<file path="src/rtl/i2c_bus_clear_sequencer_defines.svh">
// ----------------------------------------------------------------------------
// i2c_bus_clear_sequencer_defines
// Assertion macros for the bus-clear sequencer.
// ----------------------------------------------------------------------------
`ifndef I2C_BUS_CLEAR_SEQUENCER_DEFINES_SVH
`define I2C_BUS_CLEAR_SEQUENCER_DEFINES_SVH

// Check a property on every clock edge outside reset.
`define I2CBC_ASSERT(label, prop, msg) \
  label: assert property (@(posedge clk_i) disable iff (!rst_ni) (prop)) else $error(msg);

// Check a property on every clock edge, reset included.
`define I2CBC_ASSERT_ALWAYS(label, prop, msg) \
  label: assert property (@(posedge clk_i) (prop)) else $error(msg);

`endif

</file>
<file path="src/rtl/i2cbc_pkg.sv">
// ----------------------------------------------------------------------------
// i2cbc_pkg
// Widths, phase codes and result type of the bus-clear sequencer.
// ----------------------------------------------------------------------------
`timescale 1ns / 1ps

package i2cbc_pkg;

  localparam int unsigned HalfW    = 16;
  localparam int unsigned TimerW   = 20;
  localparam int unsigned PhaseW   = 3;
  localparam int unsigned ApbAddrW = 3;
  localparam int unsigned ApbDataW = 32;

  localparam logic [HalfW-1:0]  HalfReset    = HalfW'(5);
  localparam logic [TimerW-1:0] TimeoutReset = TimerW'(2000);

  // Register byte addresses select on bit 2
  localparam logic RegHalf    = 1'b0;
  localparam logic RegTimeout = 1'b1;

  localparam logic [PhaseW-1:0] PhIdle      = 3'd0;
  localparam logic [PhaseW-1:0] PhRelease   = 3'd1;
  localparam logic [PhaseW-1:0] PhSclWait   = 3'd2;
  localparam logic [PhaseW-1:0] PhPulseLow  = 3'd3;
  localparam logic [PhaseW-1:0] PhPulseHigh = 3'd4;
  localparam logic [PhaseW-1:0] PhStopA     = 3'd5;
  localparam logic [PhaseW-1:0] PhStopB     = 3'd6;
  localparam logic [PhaseW-1:0] PhStopC     = 3'd7;

  typedef struct packed {
    logic scl_drive_low;
    logic sda_drive_low;
    logic busy_res;
    logic done_res;
    logic bus_ok;
    logic scl_stuck;
  } result_t;

endpackage

</file>
<file path="src/rtl/i2c_bus_clear_sequencer.sv">
// Path: an item waits in the input register; when it advances, its result is
// written to the output register, which must be free or draining for that.
// Throughput: one item per cycle unless results stall; one step per item.
// Reset: rst_ni low clears the sequencer to idle, empties both registers and
// loads half period 5 and SCL timeout 2000.
// ----------------------------------------------------------------------------
// i2c_bus_clear_sequencer
// Open-drain I2C bus-clear sequencer stepped once per input tick item.
// ----------------------------------------------------------------------------
`timescale 1ns / 1ps
`include "i2c_bus_clear_sequencer_defines.svh"

module i2c_bus_clear_sequencer #(
  parameter int unsigned PULSE_COUNT = 32
) (
  input  logic                          clk_i,
  input  logic                          rst_ni,
  // tick items
  input  logic                          in_valid_i,
  output logic                          in_ready_o,
  input  logic                          start_req_i,
  input  logic                          force_req_i,
  input  logic                          sda_level_i,
  input  logic                          scl_level_i,
  // result items
  output logic                          out_valid_o,
  input  logic                          out_ready_i,
  output logic                          scl_drive_low_o,
  output logic                          sda_drive_low_o,
  output logic                          busy_res_o,
  output logic                          done_res_o,
  output logic                          bus_ok_o,
  output logic                          scl_stuck_o,
  // configuration
  input  logic                          psel,
  input  logic                          penable,
  input  logic                          pwrite,
  input  logic [i2cbc_pkg::ApbAddrW-1:0] paddr,
  input  logic [i2cbc_pkg::ApbDataW-1:0] pwdata,
  output logic [i2cbc_pkg::ApbDataW-1:0] prdata,
  output logic                          pready
);
  import i2cbc_pkg::*;

  localparam int unsigned PcW = $clog2(PULSE_COUNT + 1);

  // configuration registers
  logic [HalfW-1:0]  half_q;
  logic [TimerW-1:0] timeout_q;
  logic              cfg_wr;

  // input register
  logic in_valid_q;
  logic start_q, force_q, sda_q, scl_q;
  logic advance;

  // sequencer state
  logic [PhaseW-1:0] phase_q, phase_d;
  logic [TimerW-1:0] timer_q, timer_d;
  logic [PcW-1:0]    pulse_q, pulse_d;
  logic              stuck_q, stuck_d;
  logic              ok_q, ok_d;
  logic              forced_q, forced_d;

  logic [TimerW-1:0] timer_inc;
  logic [PcW-1:0]    pulse_inc;
  logic              half_over;
  logic              done;

  // output register
  logic    out_valid_q;
  result_t res_q, res_d;

  // --------------------------------------------------------------------------
  // APB register port
  // --------------------------------------------------------------------------
  assign pready = 1'b1;
  assign cfg_wr = psel & penable & pwrite & pready;

  always_ff @(posedge clk_i or negedge rst_ni) begin
    if (!rst_ni) begin
      half_q    <= HalfReset;
      timeout_q <= TimeoutReset;
    end else if (cfg_wr) begin
      unique case (paddr[2])
        RegHalf:    half_q    <= pwdata[HalfW-1:0];
        RegTimeout: timeout_q <= pwdata[TimerW-1:0];
        default:    ;
      endcase
    end
  end

  always_comb begin
    unique case (paddr[2])
      RegHalf:    prdata = ApbDataW'(half_q);
      RegTimeout: prdata = ApbDataW'(timeout_q);
      default:    prdata = '0;
    endcase
  end

  // --------------------------------------------------------------------------
  // Handshake: an item moves on when the result register is free or drains
  // --------------------------------------------------------------------------
  assign advance    = in_valid_q & (~out_valid_q | out_ready_i);
  assign in_ready_o = ~in_valid_q | advance;

  always_ff @(posedge clk_i or negedge rst_ni) begin
    if (!rst_ni) begin
      in_valid_q <= 1'b0;
    end else if (in_ready_o) begin
      in_valid_q <= in_valid_i;
    end
  end

  always_ff @(posedge clk_i) begin
    if (in_ready_o && in_valid_i) begin
      start_q <= start_req_i;
      force_q <= force_req_i;
      sda_q   <= sda_level_i;
      scl_q   <= scl_level_i;
    end
  end

  // --------------------------------------------------------------------------
  // One sequencer step per item
  // --------------------------------------------------------------------------
  assign timer_inc = timer_q + TimerW'(1);
  assign pulse_inc = pulse_q + PcW'(1);
  assign half_over = (timer_inc >= TimerW'(half_q));

  always_comb begin
    phase_d  = phase_q;
    timer_d  = timer_q;
    pulse_d  = pulse_q;
    stuck_d  = stuck_q;
    ok_d     = ok_q;
    forced_d = forced_q;
    done     = 1'b0;

    unique case (phase_q)
      PhRelease: begin
        if (half_over) begin
          timer_d = '0;
          if (!forced_q && sda_q) begin
            ok_d    = 1'b1;
            stuck_d = 1'b0;
            done    = 1'b1;
            phase_d = PhIdle;
          end else begin
            phase_d = PhSclWait;
          end
        end else begin
          timer_d = timer_inc;
        end
      end
      PhSclWait: begin
        if (scl_q) begin
          timer_d = '0;
          pulse_d = '0;
          phase_d = PhPulseLow;
        end else if (timer_q >= timeout_q) begin
          stuck_d = 1'b1;
          timer_d = '0;
          pulse_d = '0;
          phase_d = PhPulseLow;
        end else begin
          timer_d = timer_inc;
        end
      end
      PhPulseLow, PhStopA, PhStopB: begin
        if (half_over) begin
          timer_d = '0;
          phase_d = (phase_q == PhPulseLow) ? PhPulseHigh :
                    (phase_q == PhStopA)    ? PhStopB     : PhStopC;
        end else begin
          timer_d = timer_inc;
        end
      end
      PhPulseHigh: begin
        if (half_over) begin
          timer_d = '0;
          pulse_d = pulse_inc;
          phase_d = (pulse_inc >= PcW'(PULSE_COUNT)) ? PhStopA : PhPulseLow;
        end else begin
          timer_d = timer_inc;
        end
      end
      PhStopC: begin
        if (half_over) begin
          timer_d = '0;
          ok_d    = sda_q;
          done    = 1'b1;
          phase_d = PhIdle;
        end else begin
          timer_d = timer_inc;
        end
      end
      default: begin
        phase_d = PhIdle;
        if (start_q) begin
          forced_d = force_q;
          timer_d  = '0;
          pulse_d  = '0;
          stuck_d  = 1'b0;
          ok_d     = 1'b0;
          phase_d  = PhRelease;
        end
      end
    endcase

    res_d.scl_drive_low = (phase_d == PhPulseLow);
    res_d.sda_drive_low = (phase_d == PhStopA) | (phase_d == PhStopB);
    res_d.busy_res      = (phase_d != PhIdle);
    res_d.done_res      = done;
    res_d.bus_ok        = done & ok_d;
    res_d.scl_stuck     = done & stuck_d;
  end

  always_ff @(posedge clk_i or negedge rst_ni) begin
    if (!rst_ni) begin
      phase_q  <= PhIdle;
      timer_q  <= '0;
      pulse_q  <= '0;
      stuck_q  <= 1'b0;
      ok_q     <= 1'b0;
      forced_q <= 1'b0;
    end else if (advance) begin
      phase_q  <= phase_d;
      timer_q  <= timer_d;
      pulse_q  <= pulse_d;
      stuck_q  <= stuck_d;
      ok_q     <= ok_d;
      forced_q <= forced_d;
    end
  end

  // --------------------------------------------------------------------------
  // Result register
  // --------------------------------------------------------------------------
  always_ff @(posedge clk_i or negedge rst_ni) begin
    if (!rst_ni) begin
      out_valid_q <= 1'b0;
    end else if (advance) begin
      out_valid_q <= 1'b1;
    end else if (out_ready_i) begin
      out_valid_q <= 1'b0;
    end
  end

  always_ff @(posedge clk_i) begin
    if (advance) begin
      res_q <= res_d;
    end
  end

  assign out_valid_o     = out_valid_q;
  assign scl_drive_low_o = res_q.scl_drive_low;
  assign sda_drive_low_o = res_q.sda_drive_low;
  assign busy_res_o      = res_q.busy_res;
  assign done_res_o      = res_q.done_res;
  assign bus_ok_o        = res_q.bus_ok;
  assign scl_stuck_o     = res_q.scl_stuck;

  // --------------------------------------------------------------------------
  // Assertions
  // --------------------------------------------------------------------------
  `I2CBC_ASSERT(a_done_not_busy, out_valid_q && res_q.done_res |-> !res_q.busy_res,
                "done reported while still busy")
  `I2CBC_ASSERT(a_flags_need_done,
                out_valid_q && (res_q.bus_ok || res_q.scl_stuck) |-> res_q.done_res,
                "status flag without done")
  `I2CBC_ASSERT(a_lines_not_both_low,
                out_valid_q |-> !(res_q.scl_drive_low && res_q.sda_drive_low),
                "SCL and SDA driven low together")
  `I2CBC_ASSERT(a_held_item_kept, in_valid_q && !advance |=> in_valid_q,
                "stalled item dropped from input register")
  `I2CBC_ASSERT(a_pulse_bound, pulse_q <= PcW'(PULSE_COUNT),
                "pulse counter past its limit")

endmodule

</file>
<file path="config.mk">
export PLATFORM = sky130hd
export DESIGN_NAME = i2c_bus_clear_sequencer
export DESIGN_NICKNAME = d
export VERILOG_FILES = /design/src/rtl/i2cbc_pkg.sv /design/src/rtl/i2c_bus_clear_sequencer.sv
export VERILOG_INCLUDE_DIRS = /design/src /design/src/rtl
export SDC_FILE = /design/constraint.sdc
export NUM_CORES = 1
export LEC_CHECK = 0
export BUFFER_PORTS_ARGS = -buffer_cell sky130_fd_sc_hd__buf_2
export CAP_MARGIN = 30
export CORE_MARGIN = 2
export CORE_UTILIZATION = 60
export DETAILED_ROUTE_END_ITERATION = 10
export HOLD_SLACK_MARGIN = 0.05
export PLACE_DENSITY_LB_ADDON = 0.05
export SLEW_MARGIN = 10
export SYNTH_ARGS = -nofsm -noshare
export SYNTH_HDL_FRONTEND = slang
export SYNTH_SLANG_ARGS = --single-unit
</file>
<file path="constraint.sdc">
create_clock -name clk_i -period 8.7 [get_ports clk_i]
set_input_delay 0.435 -clock clk_i [delete_from_list [all_inputs] [get_ports clk_i]]
set_output_delay 0.435 -clock clk_i [all_outputs]
set_load 0.02 [all_outputs]
</file>
### Word-level counts from Yosys, hierarchy flattened

Cells that the tools add are included.

* output and inout port bits: 41
* input bits: 46
* word-level logic and storage cells: 108
* register bits: 80

* multiplexer cells: 40
* equal/unequal tests: 12
* add/sub/neg operators: 2
* order comparisons: 3
* bitwise gates (word level): 13
* reductions and logical operators: 18

Operators by type and width (number)
* 2-to-1 mux 20 bit: 4
* case mux 32 bit (2 select lines): 1
* case mux 20 bit (2 select lines): 1
* 2-to-1 mux 6 bit: 4
* 2-to-1 mux 3 bit: 7
* adder 20 x 1 -> 20 bit, second input constant: 1
* greater-or-equal comparator 20 x 16 -> 1 bit: 1
* greater-or-equal comparator 20 bit: 1
* == test 3 bit, second input constant: 6
* case mux 6 bit (3 select lines): 1
* 2-to-1 mux 1 bit: 16
* case mux 3 bit (5 select lines): 1
* OR reduction 5 bit: 3
* == test 3 x 2 -> 1 bit, second input constant: 3
* nonzero test 3 bit: 3
* OR reduction 7 bit: 1
* adder 6 x 1 -> 6 bit, second input constant: 1
* greater-or-equal comparator 6 bit, second input constant: 1
* case mux 1 bit (3 select lines): 2
* AND reduction 2 bit: 3
* OR reduction 6 bit: 1
* AND 1 bit: 5
* inverter 1 bit: 5
* AND reduction 5 bit: 1
* other kinds (11): 15

### Longest topological paths before layout

Gate-level depths: netlist of run 1.

* depth after elaboration: 7
* gate-level depth with buffers: 16
* mapped depth without buffers: 14

### Least setup slack after synthesis of run 1

No wires, ideal clock.

* kind: reg2reg
* from: register timer_q[0]
* to: register res_q, in the netlist busy_res_o, data pin
* setup time: 257 ps
* path buffers: 2
* data required time: 8443 ps
* clock period less this slack: 3644 ps
* cell stages (with the launch flop): 17
* arrival: 3387 ps
* path slack: 5056 ps
* cell sequence: dfrtp_1 -> ha_1 -> nand2_1 -> nor3_1 -> nand2_1 -> nor2_1 -> xor2_1 -> ha_1 -> nand4_1 -> nor3_1 -> a211o_1 -> or4_1 -> buf_2 -> buf_2 -> mux2i_1 -> o2bb2ai_1 -> nand2_1

RTL lines
* start, declared: line i2c_bus_clear_sequencer.sv:59 `logic [TimerW-1:0] timer_q, timer_d;`
* start signal, assigned: line i2c_bus_clear_sequencer.sv:229 `timer_q <= timer_d;`
* end signal, assigned: line i2c_bus_clear_sequencer.sv:252 `res_q <= res_d;`
* end, declared: line i2c_bus_clear_sequencer.sv:72 `result_t res_q, res_d;`

### Worst setup path after layout of run 1

* from: register timer_q[0]
* to: register timer_q[14]

* longest elaborated chain between the ends: 4
* elaborated cells between the ends (all ways): 7
* those cells by class: 1 x add/sub; 2 x order compare; 4 x mux

Ends and longest elaborated chain
* adder 20 x 1 -> 20 bit or greater-or-equal comparator 20 bit (tied branches): line i2c_bus_clear_sequencer.sv:127, i2c_bus_clear_sequencer.sv:161
* greater-or-equal comparator 20 x 16 -> 1 bit or 2-to-1 mux 20 bit (tied branches): line i2c_bus_clear_sequencer.sv:129, i2c_bus_clear_sequencer.sv:161
* 2-to-1 mux 20 bit (on tied branches)
* case mux 20 bit (2 select lines) (*): line i2c_bus_clear_sequencer.sv:140 `unique case (phase_q)`

Every way passes the cells marked *; elsewhere a longest branch is shown, timed or not.
A chain may end at the register's enable or synchronous reset.

==> results.cfg, run 1 <==
[worst_setup_path]
crit_fanout = 17
r2r_start = timer_q[0]
r2r_end = timer_q[14]
rrSetupSlack_ns = 4.20
crit_required_ns = 8.99
start_kind = flop
criticalPathCategory = reg -> reg
endpoint_kind = flop
reg2regPathDepth = 14
cp.arrival_ns = 4.80

[yosys]
async_reset_ff_frac = 0.8750
ys_warn_count = 0
ys_types = 63
synth_cells = 506
synth_ff_type = dfrtp_1
ys_seq_area_frac = 0.4100
synth_edf_count = 10
yosysMostFrequentCell = dfrtp_1
synth_area_sq_um = 5030
syn_area_per_cell_sq_um = 9.940
ys_ff_latch = 80
yosys-top-cells-count = dfrtp_1, nand2_1, mux2_2
yosysTopAreaCellShare = 0.3085
synth.area.top_cells = dfrtp_1, ha_1, mux2_2, edfxtp_1, dfstp_2
synth_top_area_cell = dfrtp_1

[global_routing]
antenna_found_initial = 0
grt_max_degree = 71
overflow = 0
grt.total_usage = 0.2419
grt_pass1_wl_mm = 17.10
grt_pass1_vias = 3659

[cts]
cts_tree = built
clockBufferDepth = 2
cts_post_setup_buffers_inserted = 0
cts_root_buf = clkbuf_8
clkLatencyLatePin_ns = 0.36
cts.sinks = 80
cts_made_buffers = 9
cts_max_level = 3
clkSlewWorstSetupHoldPaths_ns = 0.08

[cells_and_area]
nNetsFinal = 642
drive_gt1_frac = 0.2398
syn_to_final_growth_pct = 11.14
n_antenna_cell = 0
regArea_sq_um = 2062
n_fill_cell = 648
multi_input_area_sq_um = 2661

[floorplan]
die_area_sq_um = 9132
die_w_microns = 95.56
core_area_sq_um = 8175
fp-row-count = 33
io_pins = 87
start_util = 0.6152
die_y_microns = 95.56

[power_and_ir_drop]
internal_power_w = 0.0008071
p_clk_frac = 0.240
power_frac_comb = 0.344
power.switching_w = 0.0004663
ir_drop_mv = 0.1271
seqPwrFrac = 0.416
switching_share = 0.3662
powerDensity_nw_per_um2 = 227.8
leakagePower_nw = 2.722

[timing]
fin_worst_skew_ns = 0.008371
fin_crit_ns = 4.505
fmax_mhz = 222.0
setup_viol = 0
period_share = 0.5178
final_max_slew_viol_count = 0
rsz0062_at_grt = false
whs_ns = 0.2477
fin_tns_setup_ns = 0
hold_viol_final = 0
slew_headroom = 0.5194
worst_slew_pin_slew_ns = 0.7209

[drt]
drtIter0Drc = 212
vias = 3841
final_antenna_net_count = 0
wire_per_inst_microns = 15.18
drc = 0
via_per_inst = 5.750
dr.pass1.iters = 4
drt_wl_total_mm = 10.14

[worst_hold_path]
holdCritStartpoint = start_req_i
worstHoldPathType = in -> reg
min_to = start_q
hold_depth = 1

[flow_run]
max_cap_viol_count = 0

[placement]
portBuffers = 59
globalplace.congestion = 0.7772
hpwl_mm = 7.247

[status]
status = finished, final reports clean
-- how the worst max path moves through the flow --
stage / from / to / slack (ns)
after floorplan: timer_q[0] / busy_res_o / 5.06
after global placement: timer_q[0] / timer_q[3] / 4.26
after detailed placement: timer_q[0] / timer_q[3] / 4.24
after CTS: timer_q[0] / timer_q[14] / 4.20
after global routing: timer_q[0] / timer_q[7] / 3.95
final: timer_q[0] / timer_q[14] / 4.20
-- critical path, stage by stage, from the launching register on --
cell     delay (ns)
dfrtp_1        0.49
ha_1           0.31
nand2_1        0.12
nor3_1         0.54
nand2_1        0.15
nor2_1         0.19
xor2_1         0.17
ha_1           0.26
nand2_1        0.06
o21ai_0        0.10
a211o_1        0.31
or4_1          0.83
o22a_4         0.44
nor2_8         0.26
a22o_1         0.19
-- power by group through the flow --
stage / Sequential, W / Clock [W] / Combinational (W)
after floorplan: 0.000506 / 0 / 0.000365
after global placement: 0.000531 / 0 / 0.000420
after detailed placement: 0.000536 / 0 / 0.000437
after CTS: 0.000529 / 0.000313 / 0.000439
after global routing: 0.000543 / 0.000331 / 0.000493
final: 0.000530 / 0.000306 / 0.000438
-- stage by stage --
step           worst slack [ns]  std cells  instance area (sq um)    util  power [W]
2_1_floorplan             5.056        517                   5071       -  0.0008706
3_3_place_gp              4.257        648                   5308  0.6492  0.0009515
3_5_place_dp              4.243        649                   5319  0.6506  0.0009726
4_1_cts                   4.205        665                   5542  0.6778   0.001281
5_1_grt                   3.952        668                   5590  0.6838   0.001367
6_report                  4.195        668                   5590  0.6838   0.001273
-- state kept, by name (all words and copies together) (netlist names), 3 cells and up --
| name | count |
|---|---|
| half_q | 16 |
| timeout_q | 20 |
| pulse_q | 6 |
| timer_q | 20 |
| phase_q | 3 |
-- area by class of cell --
cell class / count / share of cell area
multi-input combinational: 364 / 0.4761
timing repair buffer: 65 / 0.06625
clock inverter: 5 / 0.01455
tap: 105 / 0.02350
clock buffer: 11 / 0.02529
inverter: 38 / 0.02551
sequential: 80 / 0.3688
-- what timing repair did --
action,in CTS,in global routing
hold endpoints to repair,0,6
gates resized for setup,0,0
hold buffers,0,1
-- kinds of logic after synthesis --
group,count (synthesis),synth area share
flip-flops,80,0.4100
other,2,0.001493
multiplexers,42,0.09328
AND/OR/NAND/NOR,152,0.1622
XOR/XNOR,18,0.03134
adder cells (fa/ha/maj),38,0.09453
AO/OA/AOI/OAI,101,0.1381
buffers and inverters,73,0.06915
-- routing by layer --
layer | vias to the layer above | track usage | share of wire
met5 | - | 0 | 0
met4 | 0 | 0.08333 | 0.016
met3 | 12 | 0.03162 | 0.044
met2 | 97 | 0.3823 | 0.46
met1 | 1847 | 0.3434 | 0.48
li1 | 1885 | - | -
-- layout by cell type (no fill, tap or decap), drive strengths merged, types with 5 or more instances in the layout --
| cell type | instances |
|---|---|
| a22o | 18 |
| nand4 | 11 |
| a31oi | 6 |
| nand3 | 21 |
| dfstp | 8 |
| edfxtp | 10 |
| nor2b | 5 |
| inv | 38 |
| buf | 64 |
| nor3 | 10 |
| o21ai | 30 |
| ha | 38 |
| dfrtp | 62 |
| mux2 | 39 |
| nand2 | 48 |
| and2 | 7 |
| xor2 | 8 |
| xnor2 | 10 |
| clkbuf | 11 |
| nor2 | 24 |
| o31ai | 5 |
| conb | 13 |
| a21oi | 17 |
| nand2b | 7 |
(Power assumes the default switching activity.)
==> run 2: changes to the inputs <==
--- a/config.mk
+++ b/config.mk
@@ -6,10 +6,11 @@
 export SDC_FILE = /design/constraint.sdc
 export NUM_CORES = 1
 export LEC_CHECK = 0
+export ABC_AREA = 1
 export BUFFER_PORTS_ARGS = -buffer_cell sky130_fd_sc_hd__buf_2
 export CAP_MARGIN = 30
 export CORE_MARGIN = 2
-export CORE_UTILIZATION = 60
+export CORE_UTILIZATION = 57
 export DETAILED_ROUTE_END_ITERATION = 10
 export HOLD_SLACK_MARGIN = 0.05
 export PLACE_DENSITY_LB_ADDON = 0.05
==> constraint.sdc (replaced) <==
create_clock -name clk_i -period 4.3 [get_ports clk_i]
set_input_delay 0.215 -clock clk_i [delete_from_list [all_inputs] [get_ports clk_i]]
set_output_delay 0.215 -clock clk_i [all_outputs]
set_load 0.02 [all_outputs]
==> run 2 against run 1 <==
Against the previous run:
- wire length up 9.3%
- die area increased by 7.2%
- global-route usage down 0.39 points
- final cell count up 27%
- flip-flop and latch count is the same
- largest cell class unchanged
- critical path type unchanged
- sequential share of layout area decreased by 0.76 points
- via count grew 16%
- maximum frequency grew 39%
- worst hold slack worse by 0.17 ns
- combinational power grew 39%
==> results.cfg, run 2 <==
[cts]
clkSlewWorstSetupHoldPaths_ns = 0.10
cts_max_level = 3
cts_made_buffers = 9
clockBufferDepth = 2
cts_root_buf = clkbuf_8
cts.sinks = 80
cts_tree = built
clkLatencyLatePin_ns = 0.36

[drt]
drc = 0
wl_met3_microns = 433
via_per_inst = 5.255
top_layer = met4
drtIter0Drc = 257
vias = 4472
dr.pass1.iters = 5
wl_met2_mm = 5.320
drt_wl_total_mm = 11.08
wire_per_inst_microns = 13.02
wl_met1_mm = 5.104
final_antenna_net_count = 0

[yosys]
yosysTopAreaCellShare = 0.3020
ys_types = 36
ys_warn_count = 0
synth_fa_ha_area_frac = 0.09255
yosys-top-cells-count = nand2_1, inv_1, o21ai_0
yosys.area_share.simple = 0.2445
synth.area.top_cells = dfrtp_1, nand2_1, ha_1, inv_1, o21ai_0
async_reset_ff_frac = 0.8750
yosysMostFrequentCell = nand2_1
synth_edf_count = 10
synth_cells = 680
synth-compound-area-share = 0.1135
synth-xor-area-share = 0.02898
ys_seq_area_frac = 0.4014
ys_ff_latch = 80
synth_area_sq_um = 5137
synth_ff_type = dfrtp_1
synth_top_family_by_area = simple AND/OR/NAND/NOR gates
synthMuxAreaShare = 0
synth_top_area_cell = dfrtp_1
syn_area_per_cell_sq_um = 7.555

[worst_setup_path]
criticalPathCategory = reg -> reg
cp_cell_sequence = nand2_1 -> nor2_2 -> nand2_2 -> nor3_1 -> xor2_1 -> ha_1 -> a21oi_1 -> o21a_1 -> nand3_1 -> nor2_4 -> nand2_4 -> o21ai_4 -> nand4_1 -> o21ai_0
crit_slowest_cell = o21ai_4
crit_required_ns = 4.56
max_stage_delay_ns = 0.49
endpoint_kind = flop
cp.arrival_ns = 3.51
critPathTopFamily = simple AND/OR/NAND/NOR gates
critical_path_buf_inv_count = 0
start_kind = flop
crit_fanout = 20

[timing]
fmax_mhz = 308.0
hold_viol_final = 0
fin_worst_skew_ns = 0.01863
fin_crit_ns = 3.247
final_max_slew_viol_count = 0
rsz0062_at_grt = false
slew_headroom = 0.3894
fin_tns_setup_ns = 0
setup_viol = 0
period_share = 0.7550
worst_slew_pin_slew_ns = 0.9137

[placement]
portBuffers = 59
hpwl_mm = 8.309
dp_cells = 830
globalplace.congestion = 0.8756

[cells_and_area]
final_common_cell = nand2_1
layout_common_cells = nand2_1, inv_1, o21ai_0
final_cells = 851
syn_to_final_growth_pct = 11.11
n_fill_cell = 786
reg_top3 = timeout_q: 20 flops, timer_q: 20 flops, half_q: 16 flops
nNetsFinal = 822
n_antenna_cell = 0
utilization = 0.6545
drive_gt1_frac = 0.1346

[floorplan]
start_util = 0.5891
die_y_microns = 98.94
fp-row-count = 34
io_pins = 87
die_area_sq_um = 9788
die_w_microns = 98.94
core_area_sq_um = 8721

[global_routing]
grt_pass1_vias = 4182
grt_pass1_wl_mm = 18.96
grt.total_usage = 0.2380
overflow = 0
antenna_found_initial = 0
grt_max_degree = 42

[flow_run]
max_cap_viol_count = 0

[power_and_ir_drop]
p_clk_frac = 0.259
ir_drop_mv = 0.2432
leakagePower_nw = 3.016
internal_power_w = 0.001340
seqPwrFrac = 0.451
switching_share = 0.3631
power.switching_w = 0.0007642
power_frac_comb = 0.290
powerDensity_nw_per_um2 = 368.7

[status]
status = finished, final reports clean

[worst_hold_path]
worstHoldPathType = in -> reg
-- run 2: per-stage QoR --
step | setup WS, ns | power [W] | hold WS, ns | instance area (sq um)
after floorplan | 1.634 | 0.001412 | -0.08059 | 5179
after global placement | 1.141 | 0.001546 | 0.3085 | 5440
after detailed placement | 1.099 | 0.001571 | 0.3076 | 5468
after CTS | 1.079 | 0.002117 | 0.07043 | 5708
after global routing | 0.7093 | 0.002246 | 0.09030 | 5708
final | 1.053 | 0.002105 | 0.07487 | 5708
-- run 2: worst min-delay path, stage by stage --
cell and delay [ns]:
buf_2 0.09, inv_1 0.05, o21ai_0 0.08
-- run 2: routing by layer --
layer,vias up,track usage
met5,-,0
met4,0,0.08851
met3,19,0.03475
met2,93,0.3940
met1,2107,0.3186
li1,2253,-
-- run 2: kinds of logic after synthesis --
logic type      count (synthesis)
xor+xnor                       17
flops                          80
compound gates                110
fa+ha+maj                      38
buf+inv                       143
simple gates                  290
other cells                     2
-- run 2: timing repair --
item	in CTS	in global routing
gates resized for setup	0	0
hold buffers	5	0
setup buffers	0	0
hold endpoints to repair	33	0
-- run 2: final cells by class --
class / instances / area [sq um] / share of cell area
Tap cell: 108 / 135.1 / 0.02367
Clock inverter: 5 / 58.81 / 0.01030
Multi-Input combinational cell: 468 / 2512 / 0.4402
Sequential cell: 80 / 2062 / 0.3612
Clock buffer: 11 / 131.4 / 0.02302
Timing Repair Buffer: 67 / 387.9 / 0.06795
Inverter: 112 / 420.4 / 0.07365
-- run 2: path summary, 6_finish.rpt --
path	endpoint	startpoint	slack (ns)	cells past startpoint
max in group asynchronous	timeout_q[4]	rst_ni	2.84	3
setup / recovery	timer_q[19]	timer_q[2]	1.05	14
min in group asynchronous	timeout_q[16]	rst_ni	0.43	2
setup reg to reg	timer_q[19]	timer_q[2]	1.05	14
hold reg to reg	half_q[14]	half_q[14]	0.49	2
hold / removal	timeout_q[8]	pwdata[8]	0.07	3
-- run 2: power by group through the flow --
| stage | Clock [W] | Combinational, W | Sequential (W) |
|---|---|---|---|
| finish | 0.000544 | 0.000610 | 0.000950 |
| global route | 0.000584 | 0.000699 | 0.000963 |
| CTS | 0.000553 | 0.000615 | 0.000949 |
| detailed placement | 0 | 0.000608 | 0.000963 |
| global placement | 0 | 0.000587 | 0.000959 |
| floorplan | 0 | 0.000463 | 0.000950 |
==> run 3: changes to the inputs <==
==> constraint.sdc (replaced) <==
create_clock -name clk_i -period 3.1 [get_ports clk_i]
set_input_delay 0.155 -clock clk_i [delete_from_list [all_inputs] [get_ports clk_i]]
set_output_delay 0.155 -clock clk_i [all_outputs]
set_load 0.02 [all_outputs]
==> run 3 against run 2 <==
Against the previous run:
- combinational power grew 49%
- utilization rose by 4.2 points
- global-route usage rose by 0.71 points
- via count is 2.0% higher
- power up 43%
- first-iteration DRC count grew 0.78%
- critical path type unchanged
- critical endpoint is now sda_drive_low_o
==> results.cfg, run 3 (synthesis gave the netlist of run 2 again) <==
[power_and_ir_drop]
powerDensity_nw_per_um2 = 494.7
leakagePower_nw = 3.212
ir_drop_mv = 0.3323

[placement]
globalplace.congestion = 0.8638
portBuffers = 59
post_dp_cell_area_sq_um = 5490
place_ws_ns = -0.03690
hpwl_mm = 8.227

[cts]
cts.sinks = 80
cts_max_level = 3
clkSlewWorstSetupHoldPaths_ns = 0.09
cts_root_buf = clkbuf_8
cts_made_buffers = 9
clockBufferDepth = 2
clkLatencyLatePin_ns = 0.36
cts_tree = built

[worst_setup_path]
endpoint_kind = flop
cp.arrival_ns = 3.15
start_kind = flop
crit_fanout = 5
crit_required_ns = 3.22
criticalPathCategory = reg -> reg

[drt]
drc = 0
via_per_inst = 5.173
final_antenna_net_count = 0
drtIter0Drc = 259
wire_per_inst_microns = 13.27
dr.pass1.iters = 5
vias = 4563
drt_wl_total_mm = 11.70

[status]
status = finished, final reports clean

[global_routing]
grt.total_usage = 0.2451
grt_pass1_vias = 4351
antenna_found_initial = 0
grt_max_degree = 54
grt_pass1_wl_mm = 19.49
overflow = 0

[floorplan]
die_y_microns = 98.94
die_w_microns = 98.94
io_pins = 87
core_area_sq_um = 8721
die_area_sq_um = 9788
start_util = 0.5891
fp-row-count = 34

[timing]
slew_headroom = 0.3922
rsz0062_at_grt = true
worst_slew_pin_slew_ns = 0.9094
fmax_mhz = 330.5
hold_viol_final = 0
period_share = 0.9760
fin_worst_skew_ns = 0.01335
setup_viol = 0
final_max_slew_viol_count = 0
fin_tns_setup_ns = 0
fin_crit_ns = 3.026
worst_slack_ns = 0.07446

[cells_and_area]
n_fill_cell = 738
nNetsFinal = 853
reg_top3 = timeout_q: 20 flops, timer_q: 20 flops, half_q: 16 flops
drive_gt1_frac = 0.1848
layout_common_cells = nand2_1, inv_1, o21ai_0
n_antenna_cell = 0
final_common_cell = nand2_1
syn_to_final_growth_pct = 18.17
final_area_sq_um = 6071

[flow_run]
max_cap_viol_count = 0

[worst_hold_path]
worstHoldPathType = in -> reg
==> run 3: cell types whose count changed in the layout (fill, tap and decap cells not counted), sizes merged <==
cell and change:
dlygate4sd3 +9, nand2 +1, buf +21
==> run 3: stage by stage <==
stage | util | instances | total power [W] | hold WS [ns]
floorplan | - | 691 | 0.001959 | -0.1406
global placement | 0.6296 | 834 | 0.002182 | 0.1164
detailed placement | 0.6296 | 834 | 0.002214 | 0.1328
CTS | 0.6709 | 867 | 0.003003 | 0.05123
global route | 0.6961 | 882 | 0.003194 | 0.06865
finish | 0.6961 | 882 | 0.003003 | 0.05667
==> run 3: path summary, 6_finish.rpt <==
check	startpoint	end	slack [ns]	cells past startpoint
max	timer_q[11]	sda_drive_low_o	0.07	17
min	pwdata[18]	timeout_q[18]	0.06	3
max reg2reg	timer_q[11]	sda_drive_low_o	0.07	17
min reg2reg	half_q[4]	half_q[4]	0.49	2
max in group asynchronous	rst_ni	timer_q[4]	1.74	3
min in group asynchronous	rst_ni	timeout_q[16]	0.26	2
==> run 3: where the power goes <==
part | leakage, nW | switching (W) | internal (W)
sequential | 0.986 | 0.000101 | 0.00122
clock | 0.0895 | 0.000402 | 0.000373
combinational | 2.14 | 0.000598 | 0.000314
==> run 3: critical path: stages, from the launching register on <==
cell	delay (ns)
dfrtp_1	0.44
nand2_1	0.10
inv_1	0.08
nand2_1	0.11
nor3_2	0.23
xor2_1	0.29
ha_1	0.32
a21oi_1	0.16
o21a_1	0.17
nand3_2	0.09
nor2_4	0.19
nand2_4	0.11
nand2_1	0.08
nand3_2	0.08
nor2_4	0.16
inv_1	0.06
nand3_1	0.07
nand2_1	0.06
==> run 3: area by class of cell <==
class,count,area (sq um),share of cell area
Clock inverter,5,58.81,0.009687
Clock buffer,11,131.4,0.02164
Tap cell,108,135.1,0.02226
Multi-Input combinational cell,469,2631,0.4334
Timing Repair Buffer,97,628.1,0.1035
Inverter,112,420.4,0.06925
Sequential cell,80,2066,0.3403
==> run 3: what timing repair did <==
item / 4_1_cts / 5_1_grt
endpoints found under the hold margin: 31 / 0
hold buffers: 14 / 0
gates cloned: 0 / 1
pin swaps: 0 / 15
resized for setup: 3 / 26
setup endpoints to repair: 2 / 34
buffers inserted: 3 / 14
==> run 3: layer usage <==
| metal | vias to the layer above | global-route usage | routed length, microns |
|---|---|---|---|
| met5 | - | 0 | 0 |
| met4 | 0 | 0.07692 | 229 |
| met3 | 21 | 0.03333 | 471 |
| met2 | 123 | 0.4267 | 5710 |
| met1 | 2106 | 0.3175 | 5293 |
| li1 | 2313 | - | - |
